[config.mk]
export PLATFORM = sky130hd
export DESIGN_NAME = escaped_frame_encoder
export DESIGN_NICKNAME = d
export VERILOG_FILES = /design/src/rtl/core/efe_pkg.sv /design/src/rtl/core/escaped_frame_encoder.sv
export SDC_FILE = /design/constraint.sdc
export NUM_CORES = 1
export LEC_CHECK = 0
export ABC_AREA = 1
export BUFFER_PORTS_ARGS = -buffer_cell sky130_fd_sc_hd__clkbuf_2
export CAP_MARGIN = 20
export CORE_ASPECT_RATIO = 0.5
export CORE_MARGIN = 10
export CORE_UTILIZATION = 28
export DETAILED_ROUTE_END_ITERATION = 7
export GPL_ROUTABILITY_DRIVEN = 0
export SLEW_MARGIN = 20
export SYNTH_ARGS = -nofsm -noshare
export SYNTH_HDL_FRONTEND = slang
export SYNTH_SLANG_ARGS = --single-unit
export TNS_END_PERCENT = 100
[constraint.sdc]
create_clock -name clk_i -period 4.9 [get_ports clk_i]
set_input_delay 0.98 -clock clk_i [delete_from_list [all_inputs] [get_ports clk_i]]
set_output_delay 0.98 -clock clk_i [all_outputs]
set_load 0.02 [all_outputs]
[src/rtl/core/efe_pkg.sv]
// ---------------------------------------------------------------------------
// efe_pkg
// Constants, slot codes and helpers of the escaped frame encoder.
// ---------------------------------------------------------------------------
package efe_pkg;

  localparam int unsigned ByteW  = 8;
  localparam int unsigned NSlots = 8;
  localparam int unsigned SlotW  = $clog2(NSlots);

  typedef logic [ByteW-1:0]  byte_t;
  typedef logic [NSlots-1:0] slot_mask_t;
  typedef logic [SlotW-1:0]  slot_t;

  localparam byte_t HDR_BYTE = 8'hAA;
  localparam byte_t ESC_BYTE = 8'hA5;
  localparam byte_t TRL_BYTE = 8'h55;

  // Fixed slot order of the bytes one input transfer can cause
  localparam slot_t SLOT_HDR0 = 3'd0;
  localparam slot_t SLOT_HDR1 = 3'd1;
  localparam slot_t SLOT_ESCD = 3'd2;
  localparam slot_t SLOT_DATA = 3'd3;
  localparam slot_t SLOT_ESCS = 3'd4;
  localparam slot_t SLOT_SUM  = 3'd5;
  localparam slot_t SLOT_TRL0 = 3'd6;
  localparam slot_t SLOT_TRL1 = 3'd7;

  function automatic logic needs_escape(byte_t b);
    return (b == ESC_BYTE) || (b == HDR_BYTE) || (b == TRL_BYTE);
  endfunction

endpackage

[src/rtl/core/escaped_frame_encoder.sv]
// ---------------------------------------------------------------------------
// escaped_frame_encoder
// Byte-stuffed frame encoder with header, trailer and 8-bit additive checksum.
// ---------------------------------------------------------------------------
// Usage:
//   Slave stream: one payload byte per transfer in tdata, tlast on the final
//   byte of a frame. Master stream: one encoded byte per transfer in tdata,
//   tlast on the final byte caused by one input transfer, tuser on the final
//   trailer byte of the frame.
//   The first byte of a frame is preceded by 0xAA 0xAA, any byte equal to
//   0xA5, 0xAA or 0x55 by the escape 0xA5; the frame closes with the escaped
//   checksum and 0x55 0x55.
//   The first output byte passes the input register, then the slot register,
//   before it is presented. An input transfer then occupies the output with
//   1 to 8 bytes, one transfer per byte it causes, all held in the slot
//   register, so payload without escapes runs at one byte per cycle while
//   the output is not stalled, and each escaped payload byte is sent as two
//   output bytes.
//   The input register takes the next byte while the output is busy or
//   stalled; when both registers are full, s_axis_tready_o drops.
//   Reset empties both registers and closes any open frame.
// ---------------------------------------------------------------------------
module escaped_frame_encoder (
  input  logic               clk_i,
  input  logic               rst_ni,
  input  logic               s_axis_tvalid_i,
  output logic               s_axis_tready_o,
  input  efe_pkg::byte_t     s_axis_tdata_i,   // [7:0] data_byte
  input  logic               s_axis_tlast_i,   // last_byte
  output logic               m_axis_tvalid_o,
  input  logic               m_axis_tready_i,
  output efe_pkg::byte_t     m_axis_tdata_o,   // [7:0] out_byte
  output logic               m_axis_tlast_o,   // end_of_burst
  output logic               m_axis_tuser_o    // [0] end_of_frame
);
  import efe_pkg::*;

  // Input register
  logic  in_valid_q, in_valid_d;
  byte_t in_data_q;
  logic  in_last_q;

  // Frame state
  logic  in_frame_q, in_frame_d;
  byte_t sum_q, sum_d;

  // Slot register: remaining slots of the current item
  slot_mask_t rem_q, rem_d;
  byte_t      out_data_q;
  byte_t      out_sum_q;

  logic       in_take, load, emit_take, emit_done, emit_free, single;
  slot_mask_t low_bit, load_mask;
  slot_t      cur_slot;
  byte_t      base_sum, new_sum, cur_byte;

  // Lowest pending slot
  assign low_bit = rem_q & (~rem_q + slot_mask_t'(1));
  assign single  = ((rem_q & (rem_q - slot_mask_t'(1))) == '0);

  always_comb begin
    cur_slot = SLOT_HDR0;
    for (int i = 0; i < NSlots; i++) begin
      if (low_bit[i]) begin
        cur_slot = slot_t'(i);
      end
    end
  end

  always_comb begin
    case (cur_slot)
      SLOT_HDR0, SLOT_HDR1: cur_byte = HDR_BYTE;
      SLOT_ESCD, SLOT_ESCS: cur_byte = ESC_BYTE;
      SLOT_DATA:            cur_byte = out_data_q;
      SLOT_SUM:             cur_byte = out_sum_q;
      SLOT_TRL0, SLOT_TRL1: cur_byte = TRL_BYTE;
      default:              cur_byte = TRL_BYTE;
    endcase
  end

  assign m_axis_tvalid_o = (rem_q != '0);
  assign m_axis_tdata_o  = cur_byte;
  assign m_axis_tlast_o  = single;
  assign m_axis_tuser_o  = (cur_slot == SLOT_TRL1);

  assign emit_take = m_axis_tvalid_o & m_axis_tready_i;
  assign emit_done = emit_take & single;
  assign emit_free = ~m_axis_tvalid_o | emit_done;
  assign load      = in_valid_q & emit_free;

  assign s_axis_tready_o = ~in_valid_q | load;
  assign in_take         = s_axis_tvalid_i & s_axis_tready_o;

  // Build the slot mask of the held item
  assign base_sum = in_frame_q ? sum_q : '0;
  assign new_sum  = base_sum + in_data_q;

  always_comb begin
    load_mask            = '0;
    load_mask[SLOT_HDR0] = ~in_frame_q;
    load_mask[SLOT_HDR1] = ~in_frame_q;
    load_mask[SLOT_ESCD] = needs_escape(in_data_q);
    load_mask[SLOT_DATA] = 1'b1;
    load_mask[SLOT_ESCS] = in_last_q & needs_escape(new_sum);
    load_mask[SLOT_SUM]  = in_last_q;
    load_mask[SLOT_TRL0] = in_last_q;
    load_mask[SLOT_TRL1] = in_last_q;
  end

  always_comb begin
    in_valid_d = in_valid_q;
    if (in_take) begin
      in_valid_d = 1'b1;
    end else if (load) begin
      in_valid_d = 1'b0;
    end
  end

  always_comb begin
    in_frame_d = in_frame_q;
    sum_d      = sum_q;
    if (load) begin
      in_frame_d = ~in_last_q;
      sum_d      = in_last_q ? '0 : new_sum;
    end
  end

  always_comb begin
    rem_d = rem_q;
    if (load) begin
      rem_d = load_mask;
    end else if (emit_take) begin
      rem_d = rem_q & ~low_bit;
    end
  end

  always_ff @(posedge clk_i or negedge rst_ni) begin
    if (!rst_ni) begin
      in_valid_q <= 1'b0;
      in_frame_q <= 1'b0;
      sum_q      <= '0;
      rem_q      <= '0;
    end else begin
      in_valid_q <= in_valid_d;
      in_frame_q <= in_frame_d;
      sum_q      <= sum_d;
      rem_q      <= rem_d;
    end
  end

  // Payload registers
  always_ff @(posedge clk_i) begin
    if (in_take) begin
      in_data_q <= s_axis_tdata_i;
      in_last_q <= s_axis_tlast_i;
    end
    if (load) begin
      out_data_q <= in_data_q;
      out_sum_q  <= new_sum;
    end
  end

endmodule

## Word level (Yosys, flattened, before mapping)

Cells that the tools add are included.

- ROM bits: 0
- Logic and storage cells: 66
- Register bits after elaboration: 43
- Output and inout port bits: 12
- Bits in latches: 0
- Bits in writable memories: 0
- Memories: 0

- Reductions and logical operators: 12
- Add/sub/neg operators: 3
- Divide/modulo/power cells: 0
- Eq/ne operators: 13
- Order comparisons: 0
- Shifts and indexed selects: 0
- Bitwise operators: 16
- Mux-type cells: 14
- Multiply operators: 0

Operators by type and width:

| kind | count |
|---|---|
| one-hot mux 8 bit (5 select lines) | 1 |
| == test 8 bit (second input constant) | 4 |
| two-way mux 8 bit | 4 |
| bitwise AND 8 bit | 3 |
| == test 8 x 7 -> 1 bit (second input constant) | 2 |
| NOT 8 bit | 2 |
| two-way mux 3 bit | 5 |
| == test 3 bit (second input constant) | 4 |
| adder 8 x 1 -> 8 bit (second input constant) | 1 |
| adder 8 bit | 1 |
| zero test 8 bit | 1 |
| nonzero test 8 bit | 1 |
| subtractor 8 x 1 -> 8 bit (second input constant) | 1 |
| == test 3 x 2 -> 1 bit (second input constant) | 2 |
| OR reduction 2 bit | 3 |
| bitwise AND 1 bit | 5 |
| logical OR 1 bit | 4 |
| NOT 1 bit | 4 |
| nonzero test 2 bit | 2 |
| == test 3 x 1 -> 1 bit (second input constant) | 1 |
| zero test 3 bit | 1 |
| two-way mux 1 bit | 3 |
| two-way mux 2 bit | 1 |
| bitwise OR 1 bit | 2 |

## Logic depth before layout (Yosys ltp)

- Word-level depth: 13
- Mapped depth: 17
- Gate-level depth less buffers: 16

## Least setup slack after synthesis

Ideal clock, no wire load.

- Kind: register to output
- From: reg rem_q[0]
- To: out m_axis_tlast_o
- Arrival: 1.524 ns
- Stages on the path, launching flop included: 6
- Setup slack: 2.396 ns
- Buffers on the path: 0
- Data required time: 3.920 ns
- Path through: dfrtp_1 > nor2_4 > nand2_4 > nor2_4 > nor2_2 > nor4_1

- Cells in the longest elaborated chain, start to end: 3

RTL lines:

| element | RTL line | source |
|---|---|---|
| from (decl) | escaped_frame_encoder.sv:48 | `slot_mask_t rem_q, rem_d;` |
| from (signal assigned) | escaped_frame_encoder.sv:147 | `rem_q <= rem_d;` |
| subtractor 8 x 1 -> 8 bit | escaped_frame_encoder.sv:59 | `assign single = ((rem_q & (rem_q - slot_mask_t'(1))) == '0);` |
| bitwise AND 8 bit (*) | escaped_frame_encoder.sv:59 |  |
| zero test 8 bit (*) | escaped_frame_encoder.sv:59 |  |
| to (decl) | escaped_frame_encoder.sv:33 | `output logic m_axis_tlast_o,` |

Every way passes the cells marked *; elsewhere a longest branch is shown, timed or not.

## Worst setup path after layout

- From: reg rem_q[0]
- To: out m_axis_tdata_o[5]

- Cells in the longest elaborated chain, start to end: 13
- Elaborated cells on any way between the ends: 22
- Classes of those cells: add/sub: 1; eq/ne: 7; mux: 8; bitwise: 2; reduce/logical: 4

RTL lines:

| element | RTL line | source |
|---|---|---|
| NOT 8 bit (*) | escaped_frame_encoder.sv:58 | `assign low_bit = rem_q & (~rem_q + slot_mask_t'(1));` |
| adder 8 x 1 -> 8 bit (*) | escaped_frame_encoder.sv:58 |  |
| bitwise AND 8 bit (*) | escaped_frame_encoder.sv:58 |  |
| two-way mux 1 bit | escaped_frame_encoder.sv:64 | `if (low_bit[i]) begin` |
| two-way mux 2 bit | escaped_frame_encoder.sv:64 |  |
| two-way mux 3 bit (4 in a row) | escaped_frame_encoder.sv:64 |  |
| two-way mux 3 bit (*) | escaped_frame_encoder.sv:64 |  |
| == test 3 bit, or another cell as far along | escaped_frame_encoder.sv:71 | `case (cur_slot)` |
| OR reduction 2 bit | escaped_frame_encoder.sv:71 |  |
| one-hot mux 8 bit (5 select lines) (*) | escaped_frame_encoder.sv:71 |  |
| to (decl) | escaped_frame_encoder.sv:32 | `output efe_pkg::byte_t m_axis_tdata_o,` |

Marks and branches as above.

==> out/metrics.sh <==
RUN_STATUS='complete, no violations'
TIMING.HOLD.WORST_PATH_DEPTH=2
POWER.SHARE.CLOCK_PCT=21.5
GRT_OVERFLOW=0
DR.PASS1.ITERS=4
SLEW_VIOLATIONS=0
CTS.ROOT.BUFFER_CELL='sky130_fd_sc_hd__clkbuf_16'
DIE_AREA_UM2=13000
CLOCKBUFFERDEPTH=2
WORST_REG2REG_PATH_DEPTH=13
GRT_PASS1_VIAS=1873
VIAS=1883
ROUTE.DETAILED.WL_PER_INST_UM=12.9
TIGHTEST_SLEW_NS=0.507
TOTALWIRELENGTH_UM=5490
NETS=335
P_SW_uW=860
SYNTH_CELLS=285
PATH_CLASS='flip-flop to output port'
CORE_UM2=8200
P_SEQ_SHARE_PCT=32.9
WORST_SETUP_HOLD_PATH_CLK_SLEW_NS=0.06
FIRST_ITER_VIOLATIONS=129
RSZ0062_AT_GRT='no'
DP_HPWL_UM=4250
POSTSYNTH.TOPFLOPCELL='sky130_fd_sc_hd__edfxtp_1'
SYNTH_SEQ_AREA_SHARE_PCT=49.6
SYNTHESIZED_AREA_UM2=2420
DIE_WIDTH_UM=152
HIGHEST_DELAY_CELL_ALONG_THE_CRITICAL_PATH='sky130_fd_sc_hd__dfrtp_1'
IO_BUFFER_COUNT=24
SYNTHTOPCELLSBYCOUNT='sky130_fd_sc_hd__nand2_1, sky130_fd_sc_hd__inv_1, sky130_fd_sc_hd__edfxtp_1'
DRCVIOLATIONCOUNT=0
AVGSYNTHCELLAREA_UM2=8.49
CP-END-KIND='output port'
NUM_IO_PINS=25
CRITICAL_PATH.CELL_CHAIN='nor2_4, inv_1, o22ai_1, nor2_1, nand3_1, nand3_1, clkbuf_2'
HOLDBUFCOUNTCTS=0
DIEHEIGHT_UM=85.8
PATH_DELAY_FAMILY='simple AND/OR/NAND/NOR gates'
MIN_DELAY_WORST_ENDPOINT='sum_q[1]'
GRT_PASS1_WL_UM=9450
CTS_SETUP_BUFFERS=0
VDD_IR_DROP_MAX_uV=194
WORST-R2R-SETUP-SLACK_NS=2.48
GRT_UTIL_ALL_LAYERS_PCT=9.05
SYNTH_SEQ_CELLS=43
MAPPEDNETLISTNETS=306
NUMCTSBUFFERS=5
SYNTH_EDF_COUNT=25
DELAY_OF_THE_SLOWEST_CELL_ON_THE_WORST_PATH_NS=0.42
FINCLKSKEW_NS=0.00389
WORSTPATHARRIVAL_NS=1.84
CRIT-REG2REG-LAUNCH='in_frame_q'
CRITPATHREQUIREDTIME_NS=3.92
NUMBER_OF_CLOCK_SINKS_SEEN_BY_CTS=43
HOLD_VIOL=0
FINALCRITPERIODSHARE_PCT=57.5
FMAX_MHz=355
SYNTHADDERAREAFRAC_PCT=4.44
POST_SYNTH_NUM_CELL_TYPES=32
SYNTH_SIMPLE_GATE_AREA_SHARE_PCT=28.6
SETUP-TNS-FINAL_NS=0
WORST_RELATIVE_SLEW_SLACK_PCT=66.2
LEAKAGE_nW=1.44
DRTANTENNAVIOLNETS=0
SWSHARE_PCT=43.5
POST_CTS.RESIZED_INSTANCES=0
CORE.ROWCOUNT=23
SYNTH-WARNING-COUNT=0
ANTENNA_CELLS=0
SYNTHARSTFLOPSHARE_PCT=41.9
WORST_PATH_MOST_REPEATED_CELL='sky130_fd_sc_hd__nand3_1'
CRITPATHMAXFANOUT=6
FINALHOLDWORSTSLACK_NS=0.481
YOSYS-TOP-CELLS-AREA='sky130_fd_sc_hd__edfxtp_1, sky130_fd_sc_hd__dfrtp_1, sky130_fd_sc_hd__nand2_1, sky130_fd_sc_hd__inv_1, sky130_fd_sc_hd__nand3_1'
POWER_REPORT.INTERNAL_TOTAL_mW=1.12
CTS-HTREE-LEVELS=2
LAYOUT-DRIVE-GT1-SHARE_PCT=17.8
SYN2LAYOUT_AREA_GROWTH_PCT=17.9
CELLPOWERDENSITY_nW_PER_UM2=693
CLK_LATENCY_NS=0.28
FIN_TOTAL_PWR_mW=1.98
YOSYS-MUX-AREA-FRACTION_PCT=0
SYNTH_TOP_FAMILY_BY_AREA='simple AND/OR/NAND/NOR gates'
YOSYSMOSTFREQUENTCELL='sky130_fd_sc_hd__nand2_1'
SYNTH_LARGEST_AREA_CELL='sky130_fd_sc_hd__edfxtp_1'
HOLD_PATH.STARTPOINT='sum_q[1]'
TRITONCTS='done'
ANTENNA_FOUND_INITIAL=0
FINALSETUPVIOLCOUNT=0
WORST_SETUP_PATH_START_KIND='flip-flop'
REG2REG_TO='rem_q[4]'
SYNTHXORXNORAREAFRAC_PCT=0.362
FINAL.MIN_CLOCK_PERIOD_NS=2.82
SYNTH_COMPOUND_AREA_SHARE_PCT=9.04
TIMING.CRITICAL_PATH.BUF_INV=2
INITIAL_CORE_UTIL_PCT=29.5
HOLDCRITPATHCLASS='flip-flop to flip-flop'
MAX_CAP_VIOLATIONS=0
ROUTED_VIA_DENSITY=4.41
GRT_MAX_DEGREE=19
COMB_POWER_SHARE_PCT=45.6
NETLIST.AREA_LEADER.SHARE_PCT=31.0
-- layout by cell type, fill, tap and decap left out --
cell type / n
sky130_fd_sc_hd__inv_2: 2
sky130_fd_sc_hd__a22oi_1: 3
sky130_fd_sc_hd__nor4_1: 1
sky130_fd_sc_hd__dfrtp_1: 18
sky130_fd_sc_hd__fa_1: 1
sky130_fd_sc_hd__o211ai_1: 1
sky130_fd_sc_hd__clkinv_4: 1
sky130_fd_sc_hd__a31oi_1: 1
sky130_fd_sc_hd__bufinv_16: 2
sky130_fd_sc_hd__nand3b_1: 1
sky130_fd_sc_hd__o22ai_1: 2
sky130_fd_sc_hd__nand3_1: 24
sky130_fd_sc_hd__xor2_1: 1
sky130_fd_sc_hd__nor2_1: 14
sky130_fd_sc_hd__o21ai_2: 9
sky130_fd_sc_hd__o21ai_1: 1
sky130_fd_sc_hd__nand2_4: 3
sky130_fd_sc_hd__nand2_2: 3
sky130_fd_sc_hd__nor2_4: 2
sky130_fd_sc_hd__clkbuf_2: 24
sky130_fd_sc_hd__a221o_1: 2
sky130_fd_sc_hd__edfxtp_1: 25
sky130_fd_sc_hd__nor3_1: 2
sky130_fd_sc_hd__inv_1: 43
sky130_fd_sc_hd__clkbuf_1: 1
sky130_fd_sc_hd__nor2_2: 3
sky130_fd_sc_hd__nand2_1: 96
sky130_fd_sc_hd__o21ai_0: 2
sky130_fd_sc_hd__a21oi_1: 8
sky130_fd_sc_hd__clkbuf_16: 5
sky130_fd_sc_hd__nand4_1: 5
sky130_fd_sc_hd__nand3_2: 1
sky130_fd_sc_hd__a21oi_4: 1
sky130_fd_sc_hd__ha_1: 7
-- layout make-up --
cell class              instances  area (um^2)
fillers                       850         5350
flip-flops and latches         43         1200
multi-input cells             194         1030
inverters                      46          178
well taps                     112          140
clock buffers                   6          129
repair buffers                 24          120
clock inverters                 2         60.1
-- power by group through the flow --
stage / logic (mW) / registers (mW) / clock network (mW)
CTS: 0.915 / 0.649 / 0.433
finish: 0.902 / 0.650 / 0.425
detailed placement: 0.913 / 0.656 / 0
floorplan: 0.701 / 0.610 / 0
global route: 1.03 / 0.665 / 0.447
global placement: 0.913 / 0.654 / 0
-- cell families (layout without fill, tap and decap cells) --
| family | after synthesis | count (layout) |
|---|---|---|
| buf+inv | 48 | 78 |
| flops | 43 | 43 |
| xor+xnor | 1 | 1 |
| compound gates | 30 | 30 |
| fa+ha+maj | 8 | 8 |
| simple gates | 155 | 155 |
-- registers in the layout (all words and copies together) (netlist names) --
register	cells
in_data_q	8
out_data_q	8
out_sum_q	8
rem_q	8
sum_q	8
in_frame_q	1
in_last_q	1
in_valid_q	1
-- worst max-delay path by stage --
stage | start | end | cells past startpoint
2_1_floorplan | rem_q[0] | m_axis_tlast_o | 5
3_3_place_gp | rem_q[0] | m_axis_tdata_o[5] | 7
3_5_place_dp | rem_q[0] | m_axis_tdata_o[5] | 7
4_1_cts | rem_q[0] | m_axis_tdata_o[5] | 7
5_1_grt | rem_q[3] | m_axis_tdata_o[5] | 7
6_report | rem_q[0] | m_axis_tdata_o[5] | 7
-- per-layer routing --
| layer | GRT usage [%] | share of wire (%) | vias to the layer above |
|---|---|---|---|
| met5 | 0 | 0 | - |
| met4 | 3.10 | 1.1 | 0 |
| met3 | 2.15 | 4.5 | 5 |
| met2 | 14.9 | 47 | 27 |
| met1 | 11.4 | 48 | 859 |
| li1 | - | - | 992 |
-- per-stage QoR --
step           setup slack [ns]  utilization, %  instances  instance area (um^2)
2_1_floorplan              2.40               -        285                  2420
3_3_place_gp               2.35            32.5        419                  2670
3_5_place_dp               2.38            32.5        419                  2670
4_1_cts                    2.07            34.8        427                  2860
5_1_grt                    1.90            34.8        427                  2860
6_report                   2.08            34.8        427                  2860
-- worst reg2reg max path: cells and delay by family, from the launching register on --
family / cells / cell delay, ns
AO/OA/AOI/OAI: 1 / 0.12
adder cells (fa/ha/maj): 2 / 0.68
buffers and inverters: 2 / 0.18
flip-flops: 1 / 0.64
AND/OR/NAND/NOR: 8 / 0.73
Note: power is estimated with default switching activity, not from simulation.
